===== config.mk =====
export PLATFORM = sky130hd
export DESIGN_NAME = tap_tempo_estimator_core
export DESIGN_NICKNAME = d
export VERILOG_FILES = /design/src/design/tte_pkg.sv /design/src/design/tap_tempo_estimator_core.sv /design/src/design/tte_ram.sv
export SDC_FILE = /design/constraint.sdc
export NUM_CORES = 1
export LEC_CHECK = 0
export BUFFER_PORTS_ARGS = -buffer_cell sky130_fd_sc_hd__buf_4
export CORE_AREA = 3 3 201 203
export DETAILED_ROUTE_END_ITERATION = 12
export DIE_AREA = 0 0 204 206
export GPL_TIMING_DRIVEN = 0
export PLACE_DENSITY_LB_ADDON = 0.12
export SYNTH_ARGS = -nofsm -noshare
export SYNTH_HDL_FRONTEND = slang
export SYNTH_SLANG_ARGS = --single-unit

===== constraint.sdc =====
create_clock -name clk_i -period 8.88 [get_ports clk_i]
set_input_delay 1.776 -clock clk_i [delete_from_list [all_inputs] [get_ports clk_i]]
set_output_delay 1.776 -clock clk_i [all_outputs]
set_load 0.01 [all_outputs]

===== src/design/tte_pkg.sv =====
// ----------------------------------------------------------------------------
// Tap tempo estimator package
// Sizes, register indexes and the sequencer program shared by the design.
// ----------------------------------------------------------------------------
package tte_pkg;

  localparam int RING_DEPTH = 8;
  localparam int SlotW      = $clog2(RING_DEPTH);
  localparam int CntW       = $clog2(RING_DEPTH + 1);
  localparam int IvW        = 24;
  localparam int TapW       = 32;
  localparam int TempoW     = 20;
  localparam int SumW       = IvW + SlotW;
  localparam int NumW       = 34 + CntW;
  localparam int DcntW      = $clog2(NumW);
  localparam int UpcW       = 3;

  // 60e6 us/min times 256, added once per held interval
  localparam logic [NumW-1:0]   NumPerIv = NumW'(64'd15360000000);
  localparam logic [TempoW-1:0] TempoMax = '1;

  typedef enum logic [0:0] {
    CFG_MIN_INTERVAL = 1'b0,
    CFG_MAX_INTERVAL = 1'b1
  } cfg_idx_e;

  typedef enum logic [2:0] {
    OP_TAKE,
    OP_CLASSIFY,
    OP_CLEAR,
    OP_READ,
    OP_ACC,
    OP_DIV,
    OP_LOAD,
    OP_EMIT
  } op_e;

  typedef enum logic [2:0] {
    COND_NEVER,
    COND_NO_INPUT,
    COND_NO_TEMPO,
    COND_MORE,
    COND_DIV_MORE,
    COND_OUT_BUSY
  } cond_e;

  typedef struct packed {
    op_e              op;
    cond_e            cond;
    logic [UpcW-1:0]  target;
  } uword_t;

  localparam logic [UpcW-1:0] UpcWait     = 3'd0;
  localparam logic [UpcW-1:0] UpcClassify = 3'd1;
  localparam logic [UpcW-1:0] UpcClear    = 3'd2;
  localparam logic [UpcW-1:0] UpcRead     = 3'd3;
  localparam logic [UpcW-1:0] UpcAcc      = 3'd4;
  localparam logic [UpcW-1:0] UpcDiv      = 3'd5;
  localparam logic [UpcW-1:0] UpcLoad     = 3'd6;
  localparam logic [UpcW-1:0] UpcEmit     = 3'd7;

  // Program: a taken jump goes to target, otherwise fall through to pc + 1.
  function automatic uword_t ucode_rom(logic [UpcW-1:0] pc);
    uword_t w;
    case (pc)
      UpcWait:     w = '{op: OP_TAKE,     cond: COND_NO_INPUT, target: UpcWait};
      UpcClassify: w = '{op: OP_CLASSIFY, cond: COND_NEVER,    target: UpcWait};
      UpcClear:    w = '{op: OP_CLEAR,    cond: COND_NO_TEMPO, target: UpcEmit};
      UpcRead:     w = '{op: OP_READ,     cond: COND_NEVER,    target: UpcWait};
      UpcAcc:      w = '{op: OP_ACC,      cond: COND_MORE,     target: UpcRead};
      UpcDiv:      w = '{op: OP_DIV,      cond: COND_DIV_MORE, target: UpcDiv};
      UpcLoad:     w = '{op: OP_LOAD,     cond: COND_NEVER,    target: UpcWait};
      UpcEmit:     w = '{op: OP_EMIT,     cond: COND_OUT_BUSY, target: UpcEmit};
      default:     w = '{op: OP_TAKE,     cond: COND_NEVER,    target: UpcWait};
    endcase
    return w;
  endfunction

endpackage


===== src/design/tap_tempo_estimator_core.sv =====
// ----------------------------------------------------------------------------
// Tap tempo estimator core
// Averages recent tap intervals and reports tempo in BPM times 256.
// ----------------------------------------------------------------------------
// Usage:
//   Input channel (in_valid_i/in_ready_o) carries one tap timestamp per
//   request. Output channel (out_valid_o/out_ready_i) returns one result per
//   tap: held tempo, a tempo-updated flag and an interval-accepted flag.
//   Config channel writes min/max interval limits (index 0 and 1); write it
//   only while no tap is in flight. It is always ready.
//   A tap that does not update the tempo passes the take, classify, clear
//   and emit steps. A tap that updates it also runs the read, accumulate,
//   divide and load steps, N being the number of held intervals (at most
//   8): the sum walks the interval RAM with a read step and an accumulate
//   step per entry, and the divider makes one quotient bit a cycle. A
//   microcoded sequencer steps through the work, so one tap is handled at a
//   time; the next tap is taken as soon as the result sits in the output
//   register. If the receiver stalls with a result still held, the
//   sequencer waits at the emit step.
//   Reset clears the limits to 150000/2500000 us, the held tempo, the
//   interval count and the first-tap flag. No clearing pass is needed.
// ----------------------------------------------------------------------------
module tap_tempo_estimator_core (
  input  logic                   clk_i,
  input  logic                   rst_ni,
  input  logic                   cfg_valid_i,
  output logic                   cfg_ready_o,
  input  tte_pkg::cfg_idx_e      cfg_index_i,
  input  logic [23:0]            cfg_data_i,
  input  logic                   in_valid_i,
  output logic                   in_ready_o,
  input  logic [31:0]            tap_time_us_i,
  output logic                   out_valid_o,
  input  logic                   out_ready_i,
  output logic [19:0]            tempo_bpm_q8_o,
  output logic                   tempo_updated_o,
  output logic                   interval_accepted_o
);
  import tte_pkg::*;

  // control state
  logic [UpcW-1:0]   upc_q, upc_d;
  logic [IvW-1:0]    min_q, min_d, max_q, max_d;
  logic [TapW-1:0]   last_q, last_d;
  logic              seen_q, seen_d;
  logic [SlotW-1:0]  slot_q, slot_d;
  logic [CntW-1:0]   fill_q, fill_d;
  logic [TempoW-1:0] held_q, held_d;
  logic              upd_q, upd_d, acc_q, acc_d;
  logic              out_valid_q, out_valid_d;

  // datapath
  logic [TapW-1:0]   tap_q, tap_d;
  logic [SumW-1:0]   sum_q, sum_d, rem_q, rem_d;
  logic [NumW-1:0]   num_q, num_d;
  logic [CntW-1:0]   k_q, k_d;
  logic [DcntW-1:0]  dcnt_q, dcnt_d;
  logic [TempoW-1:0] quo_q, quo_d;
  logic              ovf_q, ovf_d;
  logic [TempoW-1:0] out_tempo_q, out_tempo_d;
  logic              out_upd_q, out_upd_d, out_acc_q, out_acc_d;

  // RAM port
  logic              ram_we;
  logic [SlotW-1:0]  ram_raddr;
  logic [IvW-1:0]    ram_rdata;

  uword_t            uw;
  logic              cond_hit;
  logic [TapW-1:0]   delta;
  logic              in_range;
  logic [SumW:0]     rem_sh;
  logic              ge;

  assign uw          = ucode_rom(upc_q);
  assign delta       = tap_q - last_q;
  assign in_range    = (delta > {8'd0, min_q}) && (delta < {8'd0, max_q});
  assign rem_sh      = {rem_q, num_q[NumW-1]};
  assign ge          = rem_sh >= {1'b0, sum_q};
  assign ram_raddr   = k_q[SlotW-1:0];
  assign ram_we      = (uw.op == OP_CLASSIFY) && seen_q && in_range;

  assign cfg_ready_o         = 1'b1;
  assign in_ready_o          = (uw.op == OP_TAKE);
  assign out_valid_o         = out_valid_q;
  assign tempo_bpm_q8_o      = out_tempo_q;
  assign tempo_updated_o     = out_upd_q;
  assign interval_accepted_o = out_acc_q;

  always_comb begin
    case (uw.cond)
      COND_NEVER:    cond_hit = 1'b0;
      COND_NO_INPUT: cond_hit = !in_valid_i;
      COND_NO_TEMPO: cond_hit = !acc_q || (fill_q < CntW'(2));
      COND_MORE:     cond_hit = (k_q + CntW'(1)) != fill_q;
      COND_DIV_MORE: cond_hit = dcnt_q != DcntW'(NumW - 1);
      COND_OUT_BUSY: cond_hit = out_valid_q && !out_ready_i;
      default:       cond_hit = 1'b0;
    endcase
  end

  always_comb begin
    upc_d       = cond_hit ? uw.target : upc_q + UpcW'(1);
    min_d       = min_q;
    max_d       = max_q;
    last_d      = last_q;
    seen_d      = seen_q;
    slot_d      = slot_q;
    fill_d      = fill_q;
    held_d      = held_q;
    upd_d       = upd_q;
    acc_d       = acc_q;
    out_valid_d = out_valid_q;
    tap_d       = tap_q;
    sum_d       = sum_q;
    rem_d       = rem_q;
    num_d       = num_q;
    k_d         = k_q;
    dcnt_d      = dcnt_q;
    quo_d       = quo_q;
    ovf_d       = ovf_q;
    out_tempo_d = out_tempo_q;
    out_upd_d   = out_upd_q;
    out_acc_d   = out_acc_q;

    if (cfg_valid_i) begin
      case (cfg_index_i)
        CFG_MIN_INTERVAL: min_d = cfg_data_i;
        CFG_MAX_INTERVAL: max_d = cfg_data_i;
        default: ;
      endcase
    end

    // drop the output once taken
    if (out_valid_q && out_ready_i) begin
      out_valid_d = 1'b0;
    end

    case (uw.op)
      OP_TAKE: begin
        if (in_valid_i) begin
          tap_d = tap_time_us_i;
        end
      end
      OP_CLASSIFY: begin
        upd_d  = 1'b0;
        acc_d  = 1'b0;
        seen_d = 1'b1;
        last_d = tap_q;
        if (seen_q) begin
          if (in_range) begin
            acc_d  = 1'b1;
            slot_d = (slot_q == SlotW'(RING_DEPTH - 1)) ? '0 : slot_q + SlotW'(1);
            if (fill_q != CntW'(RING_DEPTH)) begin
              fill_d = fill_q + CntW'(1);
            end
          end else begin
            fill_d = '0;
            slot_d = '0;
          end
        end
      end
      OP_CLEAR: begin
        sum_d  = '0;
        num_d  = '0;
        k_d    = '0;
        rem_d  = '0;
        quo_d  = '0;
        ovf_d  = 1'b0;
        dcnt_d = '0;
      end
      OP_READ: ;
      OP_ACC: begin
        sum_d = sum_q + SumW'(ram_rdata);
        num_d = num_q + NumPerIv;
        k_d   = k_q + CntW'(1);
      end
      OP_DIV: begin
        rem_d  = ge ? SumW'(rem_sh - {1'b0, sum_q}) : rem_sh[SumW-1:0];
        num_d  = {num_q[NumW-2:0], 1'b0};
        quo_d  = {quo_q[TempoW-2:0], ge};
        ovf_d  = ovf_q | quo_q[TempoW-1];
        dcnt_d = dcnt_q + DcntW'(1);
      end
      OP_LOAD: begin
        held_d = ovf_q ? TempoMax : quo_q;
        upd_d  = 1'b1;
      end
      OP_EMIT: begin
        if (!cond_hit) begin
          out_valid_d = 1'b1;
          out_tempo_d = held_q;
          out_upd_d   = upd_q;
          out_acc_d   = acc_q;
        end
      end
      default: ;
    endcase
  end

  always_ff @(posedge clk_i or negedge rst_ni) begin
    if (!rst_ni) begin
      upc_q       <= UpcWait;
      min_q       <= IvW'(150000);
      max_q       <= IvW'(2500000);
      last_q      <= '0;
      seen_q      <= 1'b0;
      slot_q      <= '0;
      fill_q      <= '0;
      held_q      <= '0;
      upd_q       <= 1'b0;
      acc_q       <= 1'b0;
      out_valid_q <= 1'b0;
    end else begin
      upc_q       <= upc_d;
      min_q       <= min_d;
      max_q       <= max_d;
      last_q      <= last_d;
      seen_q      <= seen_d;
      slot_q      <= slot_d;
      fill_q      <= fill_d;
      held_q      <= held_d;
      upd_q       <= upd_d;
      acc_q       <= acc_d;
      out_valid_q <= out_valid_d;
    end
  end

  always_ff @(posedge clk_i) begin
    tap_q       <= tap_d;
    sum_q       <= sum_d;
    rem_q       <= rem_d;
    num_q       <= num_d;
    k_q         <= k_d;
    dcnt_q      <= dcnt_d;
    quo_q       <= quo_d;
    ovf_q       <= ovf_d;
    out_tempo_q <= out_tempo_d;
    out_upd_q   <= out_upd_d;
    out_acc_q   <= out_acc_d;
  end

  tte_ram #(
    .Width (IvW),
    .Depth (RING_DEPTH)
  ) u_ring (
    .clk_i   (clk_i),
    .we_i    (ram_we),
    .waddr_i (slot_q),
    .wdata_i (delta[IvW-1:0]),
    .raddr_i (ram_raddr),
    .rdata_o (ram_rdata)
  );

endmodule


===== src/design/tte_ram.sv =====
// ----------------------------------------------------------------------------
// Generic RAM
// One write port and one read port with registered read data.
// ----------------------------------------------------------------------------
module tte_ram #(
  parameter int Width = 8,
  parameter int Depth = 8
) (
  input  logic                     clk_i,
  input  logic                     we_i,
  input  logic [$clog2(Depth)-1:0] waddr_i,
  input  logic [Width-1:0]         wdata_i,
  input  logic [$clog2(Depth)-1:0] raddr_i,
  output logic [Width-1:0]         rdata_o
);

  logic [Width-1:0] mem_q [Depth];

  always_ff @(posedge clk_i) begin
    if (we_i) begin
      mem_q[waddr_i] <= wdata_i;
    end
    rdata_o <= mem_q[raddr_i];
  end

endmodule


==> impl_results.md, run 1 <==
* Status: finished clean
* #FFs+latches synth at 491
* CTS Root Buffer Type: clkbuf_16
* DR iter-0 viols at 1,137
* Leak at 0.0110 uW
* Initial Util at 63.1%
* CP Data Required Time at 9.17 ns
* Cell Count, Final, Fillers Out at around 2,700
* Multi-input logic area at 9610 um^2
* I/O pin cnt at between 80 and 90
* Cells after synthesis at around 2,000
* PwrDens at 425 nW/um^2
* Crit Path Max Fanout at 10
* Critical path cell sequence: inv_1, ha_1, fa_1, nand2b_1, a21oi_1, o211a_1, o21ai_1, o311a_1, xnor2_1, ha_1, nand4_1, nor4bb_1, a211oi_1, and4b_1, and3_1, nand4b_4, clkbuf_1, nor4_2, buf_4, buf_4, buf_4, buf_4
* Total GRT Usage at 25.4%
* Sequential fraction of the synthesis area at 57.3%
* Ys flop type: edfxtp_1
* Detailed-route DRC error count at 0
* Wirelength, routed at between 50,000 and 60,000 um
* Peak Freq at about 0.13 GHz
* Final hold violation count at 0
* Syn Std Cell Area at about 24,000 um^2
* Max VDD drop at roughly 0.00029 V
* Syn_nets at 2,180
* Final ANT Viol Nets at 0
* Clock skew at 0.0158 ns
* Clock-pin transition on the worst setup and hold timing paths at roughly 0.060 ns
* Asr flop ratio synth at 23.2%
* Post-cts resize count at 0
* Final slew viol count at 0
* Worst hold path depth at 0
* Routability cong. at a little under 0.9
* Cts bufs inserted at 50
* Largest net degree at the start of global routing at 69
* Clk_lat worst skew at 0.59 ns
* Max-cap violation count at 0
* RSZ-0062 raised after global routing: false
* # diodes at 0
* Reg area at 14,000 um^2
* Hold_buf cts at 0
* CP arrival at 7.88 ns
* CTS tree: yes
* FILL cells at between 2,000 and 3,000
* Area Growth Syn to Fin at 13.6%
* Crit. End Element: flip-flop
* Drt wl/cell at approximately 19 um
* R2R depth at 22
* Slew HR at 10.1%
* Fraction of layout cells with a size suffix above 1 at 16.1%
* Worst path most repeated cell: buf_4
* Synthesized area per cell at 12.4 um^2
* Chip height at 206 um
* Vias per cell at 5.97
* Maximum clock path buffer count at 3
* Syn. warnings at 0
* Total power draw at roughly 12,000 uW
* Number of synthesized flops with an enable pin at roughly 350
* Count of cell types in the netlist at 85
* Power share of the clock group at between 10% and 20%
* Vias in the first global route at 16,300
* Area leader, netlist: edfxtp_1
* Die X at 204 um
* Post-layout min period at 7.58 ns
* Post-CTS Setup Inserts at 0
* Sw frac at 40.1%
* CTS sink count at 491
* Register share of total power at 32.6%
* Critical path startpoint category: flip-flop
* Initial antenna violation count at 0
* Worst Max-Slew Pin Slew at roughly 1.3 ns
* Synth area leaders: edfxtp_1, dfrtp_1, ha_1
* Via count at 16,100
* Final Cycle Share at 85.4%
* First-pass GRT wire length at 84,100 um
* Switch Pwr at 4720 uW
* Hold/Removal Path Class: reg -> reg
* DRT Pass-1 Iters at 6
* Core Rows at 72
* Placed cell count at 2,609
* Final setup fails at 0
* Pint at 7060 uW
* Yosys top cell area share at 43.5%
* Post-DP HPWL at 37,600 um
* Die area at 42,000 um^2
* # nets final at 2,350
* Core Footprint at 38,600 um^2
* IO Port Bufs at 85
* Crit path largest cell delay at 0.97 ns
* Setup CP Type: reg -> reg
* H-tree depth at 2
* Gate power share at 49.4%
* Slowest-stage cell, CP: xnor2_1
* Global route overflow at 0
-- cells in the final DEF (no fill, tap or decap), types with 8 or more instances in the layout --
cell         n
o21bai_1     9
mux2_2      52
a211oi_1    14
xor2_1      30
edfxtp_1   353
and3_1      35
nand3_1     25
mux4_2      48
nor2_1     161
inv_1      153
nand4_1     19
xnor2_1     56
clkbuf_1    70
nand2_1    127
a21o_1      48
a21oi_1    107
nor2b_1     17
mux2i_1     27
nor4_2       8
dfxtp_1     24
o211ai_1    16
nor3_1      26
clkbuf_16   51
and2_1       9
buf_4      112
o22ai_1     10
o21ai_0    107
nand2b_1    17
o31ai_1     12
clkinv_2     8
a31oi_1      9
ha_1       142
dfstp_2     16
dfrtp_1     98
-- path summary, 6_finish.rpt --
path / start / end / slack, ns
max in group asynchronous: rst_ni / max_q[7]$_DFFE_PN1P_ / 6.99
min in group asynchronous: rst_ni / last_q[21]$_DFFE_PN0N_ / 1.12
worst min-delay path: held_q[7]$_DFFE_PN0P_ / tempo_bpm_q8_o[7]$_DFFE_PP_ / 0.45
worst min register to register: held_q[7]$_DFFE_PN0P_ / tempo_bpm_q8_o[7]$_DFFE_PP_ / 0.45
worst max register to register: tap_q[0]$_DFFE_PP_ / u_ring.mem_q[7][4]$_DFFE_PP_ / 1.30
worst max-delay path: tap_q[0]$_DFFE_PP_ / u_ring.mem_q[7][4]$_DFFE_PP_ / 1.30
-- worst max-delay path, delay by kind of cell, from the launching register on --
family | cells | cell delay, ns
flip-flops | 1 | 0.37
buffers and inverters | 6 | 1.16
adder cells (fa/ha/maj) | 3 | 0.83
AND/OR/NAND/NOR | 7 | 2.51
AO/OA/AOI/OAI | 5 | 1.43
XOR/XNOR | 1 | 0.97
-- synthesized netlist by cell type, drive strengths merged (6+ instances only) --
master,n
edfxtp,353
nor2,162
inv,153
ha,142
nand2,129
o21ai,109
a21oi,107
dfrtp,98
clkbuf,58
xnor2,56
mux2,52
a21o,49
mux4,48
and3,35
xor2,30
mux2i,27
nor3,26
nand3,25
dfxtp,24
nand4,19
nand2b,17
nor2b,17
dfstp,16
o211ai,16
a211oi,15
buf,15
nor4,12
o31ai,12
and2,11
o22ai,10
a31oi,9
o21bai,9
a211o,7
o21a,6
-- power groups by stage --
stage | logic, uW | clock network, uW | registers (uW)
after floorplan | 4260 | 0 | 3770
after global placement | 5490 | 0 | 3870
after detailed placement | 5720 | 0 | 3880
after CTS | 5780 | 2160 | 3830
after global routing | 6450 | 2250 | 3890
final | 5810 | 2130 | 3840
-- state kept, by name, indices dropped and copies added, names as in the netlist, 3 cells and up --
name and cells:
slot_q 3, sum_q 27, last_q 32, min_q 24, held_q 20, u_ring.mem_q 192, upc_q 3, tempo_bpm_q8_o 20
k_q 4, rem_q 27, num_q 22, fill_q 4, dcnt_q 6, u_ring.rdata_o 24, quo_q 20, tap_q 32
max_q 24
-- kinds of logic after synthesis --
kind of cell / Yosys count / synth area share, %
buffers and inverters: 226 / 3.56
DFF: 491 / 57.3
xor gates and xnor gates: 86 / 3.09
adders and majority gates: 145 / 7.54
and+or+nand+nor: 486 / 9.63
AOI/OAI and AO/OA: 411 / 11.0
muxes: 127 / 7.95
other: 1 / 0.0154
-- final cells by class --
| type | count | area share, % |
|---|---|---|
| clock inverter | 24 | 0.949 |
| buffer | 73 | 1.06 |
| sequential | 491 | 50.4 |
| inverter | 153 | 2.07 |
| tap | 518 | 2.34 |
| timing repair buffer | 118 | 3.40 |
| multi-input combinational | 1256 | 34.7 |
| clock buffer | 69 | 5.07 |
-- stage by stage --
step | hold slack (ns) | area, um^2 | setup WS, ns | utilization (%) | TNS [ns]
floorplan | 0.426 | 24400 | 1.77 | - | 0
global placement | 0.432 | 25700 | -1.66 | 66.4 | -275.66
detailed placement | 0.437 | 26000 | 1.23 | 67.3 | 0
CTS | 0.446 | 27700 | 1.23 | 71.6 | 0
global route | 0.454 | 27700 | 0.798 | 71.6 | 0
finish | 0.446 | 27700 | 1.30 | 71.6 | 0
-- layer usage --
layer	vias to the layer above	part of all wire [%]	global-route usage (%)
met5	-	0	0
met4	0	3.9	10.5
met3	110	5.5	4.22
met2	458	49	42.4
met1	7917	42	33.4
li1	7637	-	-
No activity file was read; power rests on OpenSTA's default activity.
==> inputs of run 2 (changes only) <==
GPL_TIMING_DRIVEN = 1   (was 0)
==> run 2 against run 1 <==
  * Sequential cell count did not move
  * Clock skew up 0.010 ns
  * Total power decreased by 2.0%
  * Clock power decreased by 5%
  * Global-route usage shrank 0.78 points
  * Die area did not move
==> impl_results.md, run 2 (synthesis gave the netlist of run 1 again) <==
* Vias in the first global route at between 15,000 and 20,000
* RSZ-0062 raised after global routing: false
* Most frequent cells in the layout: edfxtp_1, nor2_1, inv_1
* Cts bufs inserted at 50
* Crit Path Max Fanout at 22
* CP arrival at about 6.5 ns
* Hold Path Origin: held_q[9]$_DFFE_PN0P_
* Final ANT Viol Nets at 0
* Total GRT Usage at 24.6%
* R2R depth at 22
* Routability cong. at 0.900
* Design area at between 20,000 and 30,000 um^2
* Worst Max-Slew Pin Slew at between 1 and 1.5 ns
* First-pass GRT wire length at ~83,000 um
* DR iter-0 viols at 1,137
* Biggest regs: u_ring.mem_q: 192 flops, last_q: 32 flops, tap_q: 32 flops
* Clock-pin transition on the worst setup and hold timing paths at 0.06 ns
* Final setup fails at 0
* PwrDens at between 400 and 500 nW/um^2
* Setup CP Type: reg -> reg
* Critical path startpoint category: flip-flop
* Final hold violation count at 0
* Clk_lat worst skew at 0.60 ns
* Max VDD drop at approximately 0.00029 V
* Status: finished clean
* Die X at 204 um
* Post-DP HPWL at ~34,000 um
* Vias per cell at 5.98
* Detailed-route DRC error count at 0
* Cell Area, Placed at 25,600 um^2
* Clock skew at 0.0258 ns
* Min-Delay Endpoint: tempo_bpm_q8_o[9]$_DFFE_PP_
* Global route overflow at 0
* Maximum clock path buffer count at 3
* Via count at 15,700
* CP Data Required Time at 9.12 ns
* FILL cells at 2,654
* Post-route setup slack at between 2 and 3 ns
* Top reg by flops: u_ring.mem_q
* Final Cycle Share at 70.6%
* # nets final at 2,272
* Leak at 0.0108 uW
* CTS Root Buffer Type: clkbuf_16
* CTS sink count at 491
* Fraction of layout cells with a size suffix above 1 at 15.8%
* Final slew viol count at 0
* Slew HR at 23.6%
* Core Rows at 72
* Post-Place Setup Slack at 2.59 ns
* RR Startpoint: tap_q[10]$_DFFE_PP_
* Post-CTS Setup Inserts at 0
* Peak Freq at 0.159 GHz
* Worst hold path depth at 0
* Area Growth Syn to Fin at 11.7%
* Max FFs per register at 192
* Commonest non-fill, non-tap cell in the layout: edfxtp_1
* Hold_buf cts at 0
* Largest net degree at the start of global routing at 68
* CTS tree: yes
* Wirelength, routed at between 50,000 and 60,000 um
* Multi-input logic area at 9620 um^2
* H-tree depth at 2
* Core Footprint at 38,600 um^2
* Crit. End Element: flip-flop
* Max-cap violation count at 0
* WHS at 0.447 ns
* # diodes at 0
* Reg area at 14,000 um^2
* Die area at 42,000 um^2
* Hold/Removal Path Class: reg -> reg
* Setup total negative slack at 0 ns
* Post-cts resize count at 0
* Post-layout min period at between 6 and 7 ns
* Drt wl/cell at 19.4 um
* Chip height at ~200 um
* DRT Pass-1 Iters at 5
* Initial Util at between 60% and 70%
* IO Port Bufs at 85
* Initial antenna violation count at 0
* Total power draw at 11,500 uW
* R2R Setup Slk at approximately 2.6 ns
* I/O pin cnt at 87
* Reg2reg end: u_ring.mem_q[1][6]$_DFFE_PP_
## run 2: cell types whose count changed in the layout (fill, tap and decap cells not counted), moves of 3 or more
cell,previous run,this run
buf_6,5,0
clkinvlp_4,3,0
buf_2,6,0
buf_1,7,0
bufinv_16,5,1
clkbuf_1,70,18
## run 2: cell type report
| type | count | area share (%) |
|---|---|---|
| repair buffers | 113 | 3.12 |
| clock inverters | 20 | 0.630 |
| well taps | 518 | 2.38 |
| flip-flops and latches | 491 | 51.3 |
| inverters | 153 | 2.11 |
| clock buffers | 74 | 5.19 |
| multi-input cells | 1256 | 35.3 |
## run 2: how the worst max path moves through the flow
stage,slack [ns],startpoint,depth (start not counted),to
final,2.61,tap_q[10]$_DFFE_PP_,22,u_ring.mem_q[1][6]$_DFFE_PP_
after global routing,1.93,tap_q[10]$_DFFE_PP_,22,u_ring.mem_q[1][5]$_DFFE_PP_
after CTS,2.57,last_q[0]$_DFFE_PN0N_,21,u_ring.mem_q[1][14]$_DFFE_PP_
after detailed placement,2.59,last_q[0]$_DFFE_PN0N_,21,u_ring.mem_q[1][2]$_DFFE_PP_
after global placement,2.92,last_q[0]$_DFFE_PN0N_,18,fill_q[2]$_DFFE_PN0P_
after floorplan,1.77,tap_q[8]$_DFFE_PP_,22,u_ring.mem_q[1][0]$_DFFE_PP_
## run 2: metal layers
metal	global-route usage (%)	up-vias	wire length [um]
met2	42.7	386	25400
met4	7.77	0	1430
li1	-	7506	-
met1	32.3	7698	21500
met5	0	-	0
met3	3.64	99	2490
## run 2: worst max-delay path: stages, from the launching register on
cell	delay, ns
edfxtp_1	0.41
ha_1	0.38
nand2_1	0.11
o31ai_1	0.31
o21ai_0	0.23
nand2_1	0.13
a21oi_1	0.10
o21bai_1	0.17
a21o_1	0.19
a21oi_1	0.09
xnor2_1	0.82
ha_1	0.41
nand4_1	0.16
nor4bb_1	0.12
o2bb2ai_1	0.14
nor3_1	0.20
nand4bb_1	0.12
nor4_1	0.23
and4b_1	0.23
and3_1	0.20
nand4b_4	0.25
nor4_2	0.46
buf_4	0.43
## run 2: where the power goes
group	leakage [uW]	internal, uW	switching (uW)
Combinational	0.00524	2290	3390
Clock	0.000778	1140	873
Sequential	0.00479	3520	318
## run 2: through the flow
stage,cells,util (%)
2_1_floorplan,1973,-
3_3_place_gp,2531,66.3
3_5_place_dp,2531,66.3
4_1_cts,2625,70.4
5_1_grt,2625,70.4
6_report,2625,70.4
==> inputs of run 3 (changes only) <==
CORE_AREA = 3 3 213 215   (was 3 3 201 203)
DIE_AREA = 0 0 216 218   (was 0 0 204 206)
clock period = 5.75 ns   (was 8.88 ns; I/O delays follow)
==> run 3 against run 2 <==
  * Global-route usage down 3.0 points
  * Final cell count rose by 3.8%
  * Critical path type unchanged
  * First-iteration DRC count fell by 23%
  * Core utilization shrank 7.0 points
  * Total power rose by 58%
==> impl_results.md, run 3 (synthesis gave the netlist of run 1 again) <==
* Die X at 216 um
* First-pass GRT wire length at 81,600 um
* Reg2reg end: u_ring.mem_q[7][3]$_DFFE_PP_
* Hold Path Origin: held_q[6]$_DFFE_PN0P_
* DRT Pass-1 Iters at 5
* Critical path startpoint category: flip-flop
* Final ANT Viol Nets at 0
* Wirelength, routed at 50,900 um
* Crit path largest cell delay at 0.40 ns
* Drt wl/cell at 18.7 um
* Status: finished clean
* Post-route setup slack at 0.330 ns
* Min-Delay Endpoint: tempo_bpm_q8_o[6]$_DFFE_PP_
* Maximum clock path buffer count at 3
* Clock skew at 0.0222 ns
* Worst hold path depth at 0
* Vias per cell at 5.69
* Via count at roughly 16,000
* CP arrival at between 5 and 6 ns
* Core Footprint at around 44,000 um^2
* Largest net degree at the start of global routing at 115
* Routability cong. at 0.869
* Initial antenna violation count at 0
* # diodes at 0
* CTS Root Buffer Type: clkbuf_16
* RR Startpoint: tap_q[10]$_DFFE_PP_
* Design area at between 20,000 and 30,000 um^2
* Worst Max-Slew Pin Slew at 1.15 ns
* PwrDens at 655 nW/um^2
* Die area at 47,100 um^2
* Max-cap violation count at 0
* Placed cell count at 2,625
* Hold_buf cts at 0
* Vias in the first global route at 15,600
* RSZ-0062 raised after global routing: false
* Peak Freq at roughly 0.18 GHz
* Critical path cell sequence: ha_1, a21oi_1, nor2_1, o21ai_0, nand2_1, a21oi_2, o21bai_1, a21o_1, a31oi_1, xnor2_1, buf_4, ha_1, nand4_1, nor2_1, a21boi_0, nor3_1, nand4bb_1, nor4_1, and4b_1, and3_1, nand4b_4, buf_12, nor4_4, buf_12
* Post-DP HPWL at roughly 36,000 um
* Final Cycle Share at a little over nine tenths
* # nets final at 2,298
* Area Growth Syn to Fin at 14.3%
* H-tree depth at 2
* Leak at 0.0111 uW
* Final hold violation count at 0
* Cts bufs inserted at 52
* Biggest regs: u_ring.mem_q: 192 flops, last_q: 32 flops, tap_q: 32 flops
* CTS sink count at 491
* Slew HR at 23.1%
* Clk_lat worst skew at a little over 0.6 ns
* Clock-pin transition on the worst setup and hold timing paths at around 0.06 ns
* Final setup fails at 0
* Chip height at roughly 220 um
* DR iter-0 viols at 876
* Commonest non-fill, non-tap cell in the layout: edfxtp_1
* IO Port Bufs at 85
* Max VDD drop at slightly below 0.0005 V
* Total GRT Usage at 21.6%
* R2R depth at 24
* Slowest-stage cell, CP: edfxtp_1
* Core Rows at 77
* Cell Area, Placed at 26,100 um^2
* Hold/Removal Path Class: reg -> reg
* Top reg by flops: u_ring.mem_q
* CTS tree: yes
* Global route overflow at 0
* Final slew viol count at 0
* Post-Place Setup Slack at 0.164 ns
* Crit. End Element: flip-flop
* Most frequent cells in the layout: edfxtp_1, nor2_1, inv_1
* Crit Path Max Fanout at 24
* Detailed-route DRC error count at 0
* WHS at 0.450 ns
* Initial Util at a little under three fifths
* Cell Count, Final, Fillers Out at 2,726
* Max FFs per register at 192
* CP Data Required Time at 6.05 ns
* Setup CP Type: reg -> reg
* Fraction of layout cells with a size suffix above 1 at 17.3%
* Post-layout min period at around 5.4 ns
* R2R Setup Slk at ~0.33 ns
* I/O pin cnt at 87
-- run 3: changes by cell type in the layout (fill, tap and decap cells not counted), moves of 4 or more --
cell | previous run | this run
nor4_2 | 8 | 0
buf_12 | 0 | 10
clkbuf_16 | 51 | 55
clkbuf_1 | 18 | 10
nor4_4 | 0 | 8
buf_4 | 113 | 126
-- run 3: final cells by class --
class | instances | area [um^2]
clock buffers | 66 | 1420
clock inverters | 31 | 298
fillers | 3380 | 16100
inverters | 153 | 574
multi-input cells | 1256 | 9710
flip-flops and latches | 491 | 14000
well taps | 592 | 741
repair buffers | 137 | 1170
-- run 3: metal layers --
metal	up-vias	track usage (%)	share of wire (%)
met4	0	7.73	3.4
met2	260	36.3	48
met1	7605	28.9	45
li1	7553	-	-
met3	91	3.40	3.3
met5	-	0	0
-- run 3: how the worst max path moves through the flow --
stage | from | end
after global routing | last_q[1]$_DFFE_PN0N_ | u_ring.mem_q[2][4]$_DFFE_PP_
after global placement | tap_q[10]$_DFFE_PP_ | u_ring.mem_q[5][7]$_DFFE_PP_
after detailed placement | tap_q[10]$_DFFE_PP_ | u_ring.mem_q[7][3]$_DFFE_PP_
after floorplan | tap_q[8]$_DFFE_PP_ | u_ring.mem_q[1][0]$_DFFE_PP_
final | tap_q[10]$_DFFE_PP_ | u_ring.mem_q[7][3]$_DFFE_PP_
after CTS | tap_q[10]$_DFFE_PP_ | u_ring.mem_q[2][5]$_DFFE_PP_
-- run 3: timing repair --
item | in CTS | in global routing
buffers inserted | 0 | 3
resized for setup | 0 | 5
endpoints found under the setup margin | 0 | 195
-- run 3: where the power goes --
part | total (uW) | switching [uW] | internal, uW
sequential | 5940 | 514 | 5420
clock | 3330 | 1390 | 1930
combinational | 8990 | 5250 | 3730
-- run 3: worst max-delay path, delay by kind of cell, from the launching register on --
family                     cells  cell delay [ns]
and+or+nand+nor               11             1.76
AOI/OAI and AO/OA              7             1.51
adders and majority gates      2             0.61
buffers and inverters          3             0.61
DFF                            1             0.40
xor gates and xnor gates       1             0.19
-- run 3: through the flow --
| stage | utilization (%) | TNS [ns] | total power, uW |
|---|---|---|---|
| after CTS | 63.2 | 0 | 18400 |
| final | 63.4 | 0 | 18300 |
| after detailed placement | 59.3 | 0 | 15000 |
| after global routing | 63.4 | 0 | 19700 |
| after floorplan | - | -70.35 | 12400 |
| after global placement | 59.3 | 0 | 14700 |
